$ cat config.mk
export PLATFORM = sky130hd
export DESIGN_NAME = sleep_period_scheduler
export DESIGN_NICKNAME = d
export VERILOG_FILES = /design/src/hw/rtl/sps_pkg.sv /design/src/hw/rtl/sleep_period_scheduler.sv
export VERILOG_INCLUDE_DIRS = /design/src /design/src/hw/rtl
export SDC_FILE = /design/constraint.sdc
export NUM_CORES = 1
export LEC_CHECK = 0
export ABC_AREA = 1
export ABC_CLOCK_PERIOD_IN_PS = 4400
export BUFFER_PORTS_ARGS = -buffer_cell sky130_fd_sc_hd__clkbuf_2
export CAP_MARGIN = 20
export CORE_MARGIN = 4
export CORE_UTILIZATION = 41
export DETAILED_ROUTE_END_ITERATION = 8
export GPL_TIMING_DRIVEN = 0
export MAX_ROUTING_LAYER = met4
export PLACE_DENSITY_LB_ADDON = 0.25
export SYNTH_ARGS = -nofsm -noshare
export SYNTH_HDL_FRONTEND = slang
export SYNTH_SLANG_ARGS = --single-unit
$ cat constraint.sdc
create_clock -name clk -period 4.4 [get_ports clk]
set_clock_uncertainty 0.1 [all_clocks]
set_input_delay 0.44 -clock clk [delete_from_list [all_inputs] [get_ports clk]]
set_output_delay 0.44 -clock clk [all_outputs]
set_load 0.02 [all_outputs]
$ cat src/hw/rtl/sleep_period_scheduler_macros.svh
// assertion macros for the sleep period scheduler
`ifndef SLEEP_PERIOD_SCHEDULER_MACROS_SVH
`define SLEEP_PERIOD_SCHEDULER_MACROS_SVH

// condition and consequence in the same cycle
`define SPS_ASSERT_NOW(name, ante, cons, msg) \
    name: assert property (@(posedge clk) disable iff (!rst_n) (ante) |-> (cons)) \
        else $error(msg);

// consequence in the cycle after the condition
`define SPS_ASSERT_NEXT(name, ante, cons, msg) \
    name: assert property (@(posedge clk) disable iff (!rst_n) (ante) |=> (cons)) \
        else $error(msg);

`endif

$ cat src/hw/rtl/sps_pkg.sv
package sps_pkg;

    // field widths
    localparam int DUR_W  = 32;
    localparam int LINE_W = 8;
    localparam int EXP_W  = 4;

    // stream widths
    localparam int IN_DATA_W  = 48;
    localparam int IN_USER_W  = 2;
    localparam int OUT_BITS   = 49;
    localparam int OUT_DATA_W = 56;

    // constants of the scheduling rule
    localparam logic [LINE_W-1:0] NO_LINE   = 8'd255;
    localparam logic [EXP_W-1:0]  MIN_EXP   = 4'd3;
    localparam logic [EXP_W-1:0]  MAX_EXP   = 4'd14;
    localparam logic [DUR_W-1:0]  ROUND_UP  = 32'd15;
    localparam logic [DUR_W-1:0]  MIN_LEFT  = 32'd16;
    localparam logic [DUR_W-1:0]  DUR_MAX   = 32'hFFFF_FFFF;

    // item kinds
    typedef enum logic [1:0] {
        MODE_START    = 2'd0,
        MODE_ELAPSED  = 2'd1,
        MODE_LINE_ONE = 2'd2,
        MODE_LINE_TWO = 2'd3
    } mode_t;

    // wake reasons
    typedef enum logic [1:0] {
        REASON_NONE  = 2'd0,
        REASON_TIMER = 2'd1,
        REASON_LINE  = 2'd2
    } reason_t;

    // input item
    typedef struct packed {
        mode_t             mode;
        logic [LINE_W-1:0] second_line_number;
        logic [LINE_W-1:0] first_line_number;
        logic [DUR_W-1:0]  duration_ms;
    } in_item_t;

    // result item, first field in the highest bits
    typedef struct packed {
        logic [DUR_W-1:0]  remaining_ms;
        logic [LINE_W-1:0] wake_line;
        reason_t           wake_reason;
        logic              finished;
        logic              sleeping;
        logic [EXP_W-1:0]  period_code;
        logic              arm_timer;
    } out_item_t;

    // largest period exponent from MIN_EXP to MAX_EXP not above ms
    function automatic logic [EXP_W-1:0] pick_exponent(input logic [DUR_W-1:0] ms);
        logic [EXP_W-1:0] p;
        p = MIN_EXP;
        for (int i = int'(MIN_EXP) + 1; i <= int'(MAX_EXP); i++)
        begin
            if (|(ms >> i))
            begin
                p = EXP_W'(i);
            end
        end
        return p;
    endfunction

endpackage

$ cat src/hw/rtl/sleep_period_scheduler.sv
// Sleep period scheduler. Each input item (a start, an elapsed period or a wake line
// event, kind in s_tuser) gives exactly one result item. The block takes one item per
// clock cycle while the result register does not stall; an accepted item passes the
// input register and then the result register. The sleep state is read and updated
// as the item moves from the input register to the result register, so consecutive
// items see each other's effect with no gap. A stalled result register holds the
// input register, and s_tready is low while it does.
`include "sleep_period_scheduler_macros.svh"

module sleep_period_scheduler
(
    input  logic                            clk,
    input  logic                            rst_n,
    input  logic                            s_tvalid,
    output logic                            s_tready,
    // duration_ms, first_line_number, second_line_number
    input  logic [sps_pkg::IN_DATA_W-1:0]   s_tdata,
    // mode
    input  logic [sps_pkg::IN_USER_W-1:0]   s_tuser,
    output logic                            m_tvalid,
    input  logic                            m_tready,
    // arm_timer, period_code, sleeping, finished, wake_reason, wake_line,
    // remaining_ms, zero fill
    output logic [sps_pkg::OUT_DATA_W-1:0]  m_tdata
);
    import sps_pkg::*;

    // input register
    in_item_t          s1_item_reg;
    logic              s1_valid_reg;
    // result register
    out_item_t         out_item_reg;
    out_item_t         out_item_next;
    logic              out_valid_reg;
    // sleep state
    logic [DUR_W-1:0]  left_reg,     left_next;
    logic [EXP_W-1:0]  exp_reg,      exp_next;
    logic              busy_reg,     busy_next;
    logic              endless_reg,  endless_next;
    logic [LINE_W-1:0] line_one_reg, line_one_next;
    logic [LINE_W-1:0] line_two_reg, line_two_next;

    logic              out_free;
    logic              s1_fire;
    logic              in_fire;
    logic [DUR_W:0]    sum_start;
    logic [DUR_W-1:0]  start_left;
    logic [DUR_W-1:0]  period;
    logic [DUR_W-1:0]  after_period;
    logic [LINE_W-1:0] event_line;

    // handshake
    assign out_free = !out_valid_reg || m_tready;
    assign s1_fire  = s1_valid_reg && out_free;
    assign s_tready = !s1_valid_reg || out_free;
    assign in_fire  = s_tvalid && s_tready;
    assign m_tvalid = out_valid_reg;
    assign m_tdata  = {(OUT_DATA_W - OUT_BITS)'(0), out_item_reg};

    // input register
    always_ff @(posedge clk or negedge rst_n)
    begin
        if (!rst_n)
        begin
            s1_valid_reg <= 1'b0;
        end
        else if (s_tready)
        begin
            s1_valid_reg <= s_tvalid;
        end
    end

    always_ff @(posedge clk)
    begin
        if (in_fire)
        begin
            s1_item_reg <= {mode_t'(s_tuser), s_tdata};
        end
    end

    // shared arithmetic
    assign sum_start    = {1'b0, s1_item_reg.duration_ms} + {1'b0, ROUND_UP};
    assign start_left   = sum_start[DUR_W] ? DUR_MAX : sum_start[DUR_W-1:0];
    assign period       = DUR_W'(1) << exp_reg;
    assign after_period = (left_reg >= period) ? (left_reg - period) : '0;
    assign event_line   = (s1_item_reg.mode == MODE_LINE_ONE) ? line_one_reg : line_two_reg;

    // scheduling step
    always_comb
    begin
        left_next     = left_reg;
        exp_next      = exp_reg;
        busy_next     = busy_reg;
        endless_next  = endless_reg;
        line_one_next = line_one_reg;
        line_two_next = line_two_reg;
        out_item_next = '{remaining_ms: '0, wake_line: NO_LINE, wake_reason: REASON_NONE,
                          finished: 1'b0, sleeping: 1'b0, period_code: '0, arm_timer: 1'b0};

        case (s1_item_reg.mode)
            MODE_START:
            begin
                line_one_next = s1_item_reg.first_line_number;
                line_two_next = s1_item_reg.second_line_number;
                busy_next     = 1'b1;
                if (s1_item_reg.duration_ms == '0)
                begin
                    endless_next = 1'b1;
                    left_next    = '0;
                end
                else
                begin
                    endless_next = 1'b0;
                    left_next    = start_left;
                    if (start_left >= MIN_LEFT)
                    begin
                        exp_next                = pick_exponent(start_left);
                        out_item_next.arm_timer = 1'b1;
                    end
                    else
                    begin
                        busy_next                 = 1'b0;
                        out_item_next.finished    = 1'b1;
                        out_item_next.wake_reason = REASON_TIMER;
                    end
                end
            end
            MODE_ELAPSED:
            begin
                if (busy_reg && !endless_reg)
                begin
                    left_next = after_period;
                    if (after_period >= MIN_LEFT)
                    begin
                        exp_next                = pick_exponent(after_period);
                        out_item_next.arm_timer = 1'b1;
                    end
                    else
                    begin
                        busy_next                 = 1'b0;
                        out_item_next.finished    = 1'b1;
                        out_item_next.wake_reason = REASON_TIMER;
                    end
                end
            end
            MODE_LINE_ONE, MODE_LINE_TWO:
            begin
                if (busy_reg && (event_line != NO_LINE))
                begin
                    if (!endless_reg)
                    begin
                        left_next                  = after_period;
                        out_item_next.remaining_ms = after_period;
                    end
                    busy_next                 = 1'b0;
                    endless_next              = 1'b0;
                    out_item_next.finished    = 1'b1;
                    out_item_next.wake_reason = REASON_LINE;
                    out_item_next.wake_line   = event_line;
                end
            end
            default:
            begin
            end
        endcase

        out_item_next.period_code = exp_next;
        out_item_next.sleeping    = busy_next;
    end

    // sleep state and result valid
    always_ff @(posedge clk or negedge rst_n)
    begin
        if (!rst_n)
        begin
            left_reg      <= '0;
            exp_reg       <= MIN_EXP;
            busy_reg      <= 1'b0;
            endless_reg   <= 1'b0;
            line_one_reg  <= NO_LINE;
            line_two_reg  <= NO_LINE;
            out_valid_reg <= 1'b0;
        end
        else
        begin
            if (s1_fire)
            begin
                left_reg     <= left_next;
                exp_reg      <= exp_next;
                busy_reg     <= busy_next;
                endless_reg  <= endless_next;
                line_one_reg <= line_one_next;
                line_two_reg <= line_two_next;
            end
            if (out_free)
            begin
                out_valid_reg <= s1_valid_reg;
            end
        end
    end

    // result register
    always_ff @(posedge clk)
    begin
        if (s1_fire)
        begin
            out_item_reg <= out_item_next;
        end
    end

    // checks
    `SPS_ASSERT_NOW(a_endless_busy, endless_reg, busy_reg, "endless sleep while not busy")
    `SPS_ASSERT_NOW(a_timed_left, busy_reg && !endless_reg, left_reg >= MIN_LEFT,
                    "timed sleep with remainder below minimum")
    `SPS_ASSERT_NOW(a_arm_sleeping, out_valid_reg && out_item_reg.arm_timer,
                    out_item_reg.sleeping && !out_item_reg.finished,
                    "period armed on a result that is not sleeping")
    `SPS_ASSERT_NEXT(a_accept_held, in_fire, s1_valid_reg, "accepted item lost")

endmodule
==> results of run 1 <==
logic make-up after synthesis:
| family | synth area share, % |
|---|---|
| AO/OA/AOI/OAI | 6.751 |
| XOR/XNOR | 1.504 |
| adder cells (fa/ha/maj) | 2.238 |
| buffers and inverters | 8.351 |
| flip-flops | 42.29 |
| multiplexers | 2.298 |
| other | 0.03607 |
| AND/OR/NAND/NOR | 36.53 |
critical path: stages (launching register included):
cell and delay (ns):
sky130_fd_sc_hd__dfstp_2 0.58, sky130_fd_sc_hd__clkbuf_2 0.24, sky130_fd_sc_hd__nor4_2 0.07, sky130_fd_sc_hd__ha_1 0.21, sky130_fd_sc_hd__fa_1 0.36, sky130_fd_sc_hd__inv_1 0.13
sky130_fd_sc_hd__nand3_1 0.10, sky130_fd_sc_hd__nand2_2 0.13, sky130_fd_sc_hd__nand2_2 0.06, sky130_fd_sc_hd__nand2_2 0.12, sky130_fd_sc_hd__nand2_1 0.14, sky130_fd_sc_hd__nand3_1 0.11
sky130_fd_sc_hd__nand2_1 0.07, sky130_fd_sc_hd__nand3_1 0.16, sky130_fd_sc_hd__nand2_1 0.14, sky130_fd_sc_hd__nor2_2 0.18, sky130_fd_sc_hd__nand2_1 0.07, sky130_fd_sc_hd__nor3_1 0.53
sky130_fd_sc_hd__inv_1 0.10, sky130_fd_sc_hd__nor2_1 0.12, sky130_fd_sc_hd__nand2_1 0.11, sky130_fd_sc_hd__nand2_1 0.09, sky130_fd_sc_hd__nand2_2 0.06
stage by stage:
stage	setup TNS (ns)	instance area [um^2]	instances	power [mW]	setup slack, ns
floorplan	0	10420	1361	4.397	0.9522
global placement	-0.4096	11350	1795	5.204	-0.1648
detailed placement	-0.5416	11400	1797	5.241	-0.1678
CTS	0	12030	1829	6.771	0.1344
global route	0	12070	1831	7.308	0.003314
finish	0	12070	1831	6.792	0.1724
layout make-up:
class | instances | share of cell area, %
clock buffers | 17 | 3.523
plain buffers | 37 | 1.824
clock inverters | 15 | 1.637
well taps | 330 | 3.420
multi-input cells | 996 | 42.95
repair buffers | 108 | 4.788
inverters | 173 | 5.440
flip-flops and latches | 155 | 36.41
worst paths after layout:
kind | cells past startpoint | endpoint | slack (ns)
max | 22 | m_tdata[2] | 0.17
min | 1 | left_reg[0] | 0.01
max reg2reg | 22 | m_tdata[2] | 0.17
min reg2reg | 2 | line_two_reg[7] | 0.37
max in group asynchronous | 1 | left_reg[19] | 3.65
min in group clk | 1 | s1_item_reg[38] | 0.07
power by group through the flow:
stage	sequential [mW]	clock, mW	combinational (mW)
after floorplan	2.27	0	2.13
after global placement	2.22	0	2.99
after detailed placement	2.22	0	3.02
after CTS	2.19	1.54	3.04
after global routing	2.24	1.60	3.47
final	2.20	1.51	3.09
what timing repair did:
action / CTS / global route
buffers inserted: 0 / 2
endpoints found under the setup margin: 4 / 11
gates resized for setup: 2 / 13
pin swaps: 0 / 1
placed cells by master, fill, tap and decap left out, types with 3 or more instances in the layout:
cell type                   count
sky130_fd_sc_hd__a22oi_1       16
sky130_fd_sc_hd__clkbuf_2     107
sky130_fd_sc_hd__nand3_1       94
sky130_fd_sc_hd__clkbuf_1      18
sky130_fd_sc_hd__inv_1        152
sky130_fd_sc_hd__conb_1         7
sky130_fd_sc_hd__nand4_1       56
sky130_fd_sc_hd__mux2_2        15
sky130_fd_sc_hd__o21ai_1        7
sky130_fd_sc_hd__dfstp_2       18
sky130_fd_sc_hd__nand2_1      379
sky130_fd_sc_hd__buf_4         10
sky130_fd_sc_hd__nand2_4        5
sky130_fd_sc_hd__edfxtp_1      99
sky130_fd_sc_hd__xor2_1        10
sky130_fd_sc_hd__buf_6          6
sky130_fd_sc_hd__nor2_4        10
sky130_fd_sc_hd__dfrtp_1       38
sky130_fd_sc_hd__clkinv_1       6
sky130_fd_sc_hd__nor3_1        28
sky130_fd_sc_hd__inv_8          3
sky130_fd_sc_hd__nor4_1         9
sky130_fd_sc_hd__a21oi_1       50
sky130_fd_sc_hd__a2bb2oi_1     12
sky130_fd_sc_hd__nor3_2         4
sky130_fd_sc_hd__ha_1          17
sky130_fd_sc_hd__nand2_2       19
sky130_fd_sc_hd__nand3b_1       9
sky130_fd_sc_hd__clkinv_8       8
sky130_fd_sc_hd__clkbuf_16     17
sky130_fd_sc_hd__inv_2         12
sky130_fd_sc_hd__xnor2_1        6
sky130_fd_sc_hd__nand3_2       15
sky130_fd_sc_hd__nor2_1       164
sky130_fd_sc_hd__o21ai_0       13
sky130_fd_sc_hd__nor2_2        20
sky130_fd_sc_hd__mux2i_1        7
routing by layer:
metal | wire length, um | vias up | global-route usage [%] | share of wire [%]
met3 | 1368 | 42 | 2.573 | 4.6
li1 | - | 4763 | - | -
met2 | 14150 | 278 | 35.86 | 48
met4 | 617 | 0 | 5.928 | 2.1
met1 | 13410 | 4323 | 28.77 | 45
met5 | 0 | - | - | 0
==> flow_summary.yaml, run 1 <==
power_and_ir_drop:
  p_seq_share_pct: 32.3
  power.share.combinational_pct: 45.4
  net-switching-power_mw: 3.063
  p_clk_share_pct: 22.2
  power_density_nw_per_um2: 562.5
  irDropWorstVdd_uv: 304.1
  power_switching_share_pct: 45.09
  power.internal_mw: 3.729
  leakagePower_nw: 5.462
logic_synthesis:
  synth_seq_cells: 155
  top_ff_cell_synth: "sky130_fd_sc_hd__edfxtp_1"
  post_synth_num_cell_types: 53
  async_reset_ff_share_pct: 36.13
  synth_area_per_cell_um2: 7.673
  netlist.area_leader.share_pct: 28.59
  synth_top_area_cell: "sky130_fd_sc_hd__edfxtp_1"
  synth-edff-count: 99
  synth_cells: 1355
  area_contributors_post_synth: "sky130_fd_sc_hd__edfxtp_1 (29%), sky130_fd_sc_hd__nand2_1 (14%), sky130_fd_sc_hd__dfrtp_1 (9.1%)"
  yosysWarningCount: 0
  syn-cell-area_um2: 10400
  post_synth_top_cells: "sky130_fd_sc_hd__nand2_1 (379), sky130_fd_sc_hd__nor2_1 (166), sky130_fd_sc_hd__inv_1 (153)"
  ys_seq_area_share_pct: 42.29
  synthMostInstantiatedCell: "sky130_fd_sc_hd__nand2_1"
worst_setup_path:
  cp_data_arrival_time_ns: 4.31
  rr_startpoint: "exp_reg[1]"
  critical_path_required_ns: 4.49
  critical_path.startpoint_type: "flip-flop"
  worst_setup_path_end_kind: "flip-flop"
  crit_type: "flip-flop to flip-flop"
  path_max_fanout: 10
  crit_path_start: "exp_reg[1]"
drt:
  vias: 9406
  firstDrtPassIters: 6
  routed_via_density: 5.137
  ant_nets: 0
  drt_drc_violations_left: 0
  avgRoutedWirePerCell_um: 16.14
  finalWirelength_mm: 29.55
  drtIter0Drc: 764
timing:
  setup_violations: 0
  fin_crit_ns: 4.228
  grt_setup_unrepaired: "no"
  post-route-period-util_pct: 96.08
  fin_hold_ws_ns: 0.01458
  final-max-slew-violation-count: 0
  max_freq_ghz: 0.2365
  timing.final.hold_violations: 0
  tightest_slew_ns: 0.8155
  headroom_to_the_max_slew_limit_pct: 45.64
floorplanning:
  floorplan.rows: 58
  initial_core_util_pct: 41.53
  ioPinCount: 112
  core_um2: 25040
  design.die.area_um2: 27970
  die_x_um: 167.2
  die_height_um: 167.2
cells_and_area:
  areaGrowthSynthToFinish_pct: 16.13
  fillers: 2479
  utilization_pct: 48.23
  final_layout_size_suffix_gt1_share_pct: 19.59
  multiInputGateArea_um2: 5186
  largest_register_ffs: 50
  diodes: 0
  seqCellArea_um2: 4397
  layout.nets: 1560
place:
  routabilityCongestion: 0.9873
  dp.final_hpwl_mm: 23.98
  number_of_i_o_port_buffers: 104
clock_network:
  cts_tree: "done"
  cts.sinks: 155
  worstSkewPairLatency_ns: 0.44
  tritoncts.num_buffers: 17
  clock-root-buffer: "sky130_fd_sc_hd__clkbuf_16"
  cts-root-to-sink-buffers: 2
  hold_buffers: 0
  ctsHtreeMaxLevel: 4
  cts.reportedPaths.clkPinSlew_ns: 0.08
global_routing:
  grt.total_usage_pct: 21.78
  grt_overflow: 0
  grt_pass1_wl_mm: 46.97
  first_global_vias: 8943
  pin_count_of_the_biggest_net_entering_global_routing: 57
  antenna_violations_before_repair: 0
flow_run:
  max_cap_viol_count: 0
min_path:
  min_path_type: "input port to async pin"
outcome:
  result_of_the_run: "completed"
(Power assumes the default switching activity.)
==> run 2: changes to the inputs <==
--- a/config.mk
+++ b/config.mk
@@ -7,14 +7,14 @@
 export NUM_CORES = 1
 export LEC_CHECK = 0
 export ABC_AREA = 1
-export ABC_CLOCK_PERIOD_IN_PS = 4400
+export ABC_CLOCK_PERIOD_IN_PS = 4550
 export BUFFER_PORTS_ARGS = -buffer_cell sky130_fd_sc_hd__clkbuf_2
 export CAP_MARGIN = 20
 export CORE_MARGIN = 4
 export CORE_UTILIZATION = 41
+export CTS_CLUSTER_DIAMETER = 50
 export DETAILED_ROUTE_END_ITERATION = 8
 export GPL_TIMING_DRIVEN = 0
-export MAX_ROUTING_LAYER = met4
 export PLACE_DENSITY_LB_ADDON = 0.25
 export SYNTH_ARGS = -nofsm -noshare
 export SYNTH_HDL_FRONTEND = slang
==> constraint.sdc (replaced) <==
create_clock -name clk -period 4.55 [get_ports clk]
set_clock_uncertainty 0.1 [all_clocks]
set_input_delay 0.455 -clock clk [delete_from_list [all_inputs] [get_ports clk]]
set_output_delay 0.455 -clock clk [all_outputs]
set_load 0.02 [all_outputs]
==> flow_summary.yaml, run 2 (synthesis results as in run 1) <==
power_and_ir_drop:
  total_power_mw: 6.578
  leakagePower_nw: 5.446
  irDropWorstVdd_uv: 269.1
  power_density_nw_per_um2: 546.6
place:
  worst_slack_at_placement_ns: -0.01473
  dpl_cell_area_um2: 11400
  dp.final_hpwl_mm: 23.84
  routabilityCongestion: 0.9453
  number_of_i_o_port_buffers: 104
  placed_cells: 1797
clock_network:
  cts-root-to-sink-buffers: 2
  clock-root-buffer: "sky130_fd_sc_hd__clkbuf_16"
  hold_buffers: 0
  cts.sinks: 155
  cts_tree: "done"
  cts.reportedPaths.clkPinSlew_ns: 0.07
  tritoncts.num_buffers: 17
  ctsHtreeMaxLevel: 4
  worstSkewPairLatency_ns: 0.44
cells_and_area:
  final_layout_size_suffix_gt1_share_pct: 19.15
  most_frequent_cells_in_the_layout: "sky130_fd_sc_hd__nand2_1 (379), sky130_fd_sc_hd__nor2_1 (166), sky130_fd_sc_hd__inv_1 (152)"
  layout.nets: 1558
  areaGrowthSynthToFinish_pct: 15.75
  final_common_cell: "sky130_fd_sc_hd__nand2_1"
  finalInstanceArea_um2: 12040
  largest_register_ffs: 50
  stdcell_count: 1829
  diodes: 0
global_routing:
  grt_overflow: 0
  grt_use_met2_pct: 35.45
  pin_count_of_the_biggest_net_entering_global_routing: 57
  groute.layer.met3.usage_pct: 3.352
  grt.total_usage_pct: 21.00
  grt_max_usage_layer: "met2"
  first_global_vias: 8838
  grt_pass1_wl_mm: 46.65
  antenna_violations_before_repair: 0
  groute.layer.met1.usage_pct: 28.36
timing:
  tightest_slew_ns: 0.8361
  post-route-period-util_pct: 93.06
  setup-tns-final_ns: 0
  setup_slack_ns: 0.3157
  headroom_to_the_max_slew_limit_pct: 44.26
  final-max-slew-violation-count: 0
  setup_violations: 0
  timing.final.hold_violations: 0
  fin_crit_ns: 4.234
  max_freq_ghz: 0.2362
  grt_setup_unrepaired: "no"
worst_setup_path:
  crit_type: "flip-flop to flip-flop"
  critical_path_required_ns: 4.64
  cp_data_arrival_time_ns: 4.32
  regToRegEndpoint: "m_tdata[1]"
  crit_path_max_incr_delay_ns: 0.40
  path_max_fanout: 10
  regToRegSetupSlack_ns: 0.32
  critical_path_slowest_stage_cell: "sky130_fd_sc_hd__clkbuf_1"
  worst_setup_path_end_kind: "flip-flop"
  critical_path.startpoint_type: "flip-flop"
  rr_startpoint: "exp_reg[3]"
  crit_path_frequent_cell: "sky130_fd_sc_hd__nand2_2"
  critical_path_cell_list: "clkbuf_1 -> nor4_1 -> ha_1 -> fa_1 -> inv_1 -> nand3_1 -> nand2_2 -> nand2_2 -> nand2_2 -> nand3_2 -> nand3_4 -> buf_6 -> nand3_1 -> nand2_1 -> nor2_1 -> nand2_2 -> inv_4 -> nand2_4 -> nand2_4 -> a21oi_1 -> nand2_1 -> nand2_1 -> nand2_2"
  reg2reg_depth: 23
min_path:
  min_path_type: "input port to async pin"
drt:
  drt_drc_violations_left: 0
  avgRoutedWirePerCell_um: 16.20
  vias: 9400
  drtIter0Drc: 732
  ant_nets: 0
  routed_via_density: 5.139
  firstDrtPassIters: 7
  finalWirelength_mm: 29.64
outcome:
  result_of_the_run: "completed"
floorplanning:
  design.die.area_um2: 27970
  ioPinCount: 112
  die_height_um: 167.2
  floorplan.rows: 58
  initial_core_util_pct: 41.53
  core_um2: 25040
  die_x_um: 167.2
flow_run:
  max_cap_viol_count: 0
[run 2: changes by cell type in the layout (fill, tap and decap cells not counted), moves of 2 or more]
cell                       change
sky130_fd_sc_hd__buf_4         -2
sky130_fd_sc_hd__clkinv_8      -2
sky130_fd_sc_hd__nor2_1        +2
sky130_fd_sc_hd__nor2_2        -2
[run 2: through the flow]
| stage | hold WS [ns] | utilization [%] |
|---|---|---|
| floorplan | 0.05941 | - |
| global placement | 0.3611 | 45.35 |
| detailed placement | 0.3652 | 45.52 |
| CTS | 0.07525 | 48.00 |
| global route | 0.06319 | 48.07 |
| finish | 0.03736 | 48.07 |
[run 2: metal layers]
layer,vias to the layer above,part of all wire [%]
met5,-,0
met4,0,2.1
met3,41,5.4
met2,298,48
met1,4318,45
li1,4743,-
[run 2: area by class of cell]
cell class / instances / area, um^2
Clock buffer: 17 / 425.4
Sequential cell: 155 / 4397
Fill cell: 2480 / 13000
Multi-Input combinational cell: 996 / 5175
Tap cell: 330 / 412.9
Buffer: 37 / 219.0
Timing Repair Buffer: 106 / 563.0
Inverter: 173 / 653.1
Clock inverter: 15 / 190.2
[run 2: critical path, delay by kind of cell (launching register included)]
kind                       cells  cell delay, ns
and+or+nand+nor               16            1.95
buffers and inverters          4            0.77
adders and majority gates      2            0.61
DFF                            1            0.39
AOI/OAI and AO/OA              1            0.14
[run 2: power by group]
group          internal, mW  total [mW]  switching (mW)
registers              1.91        2.13           0.219
logic                 0.949        2.99            2.04
clock network         0.749        1.47           0.716
total                  3.60        6.58            2.97
[run 2: repair_timing]
action                     4_1_cts  5_1_grt
buffers inserted                 0        0
gates resized for setup          1        8
setup endpoints to repair        3        4
[run 2: worst max path at each step]
| stage | start | to | slack [ns] | cells past startpoint |
|---|---|---|---|---|
| 5_1_grt | exp_reg[3] | m_tdata[1] | 0.04 | 26 |
| 3_3_place_gp | exp_reg[0] | exp_reg[0] | 0.03 | 27 |
| 4_1_cts | exp_reg[0] | exp_reg[0] | 0.12 | 27 |
| 2_1_floorplan | exp_reg[1] | m_tdata[1] | 1.10 | 25 |
| 6_report | exp_reg[3] | m_tdata[1] | 0.32 | 23 |
| 3_5_place_dp | exp_reg[0] | exp_reg[0] | -0.01 | 27 |
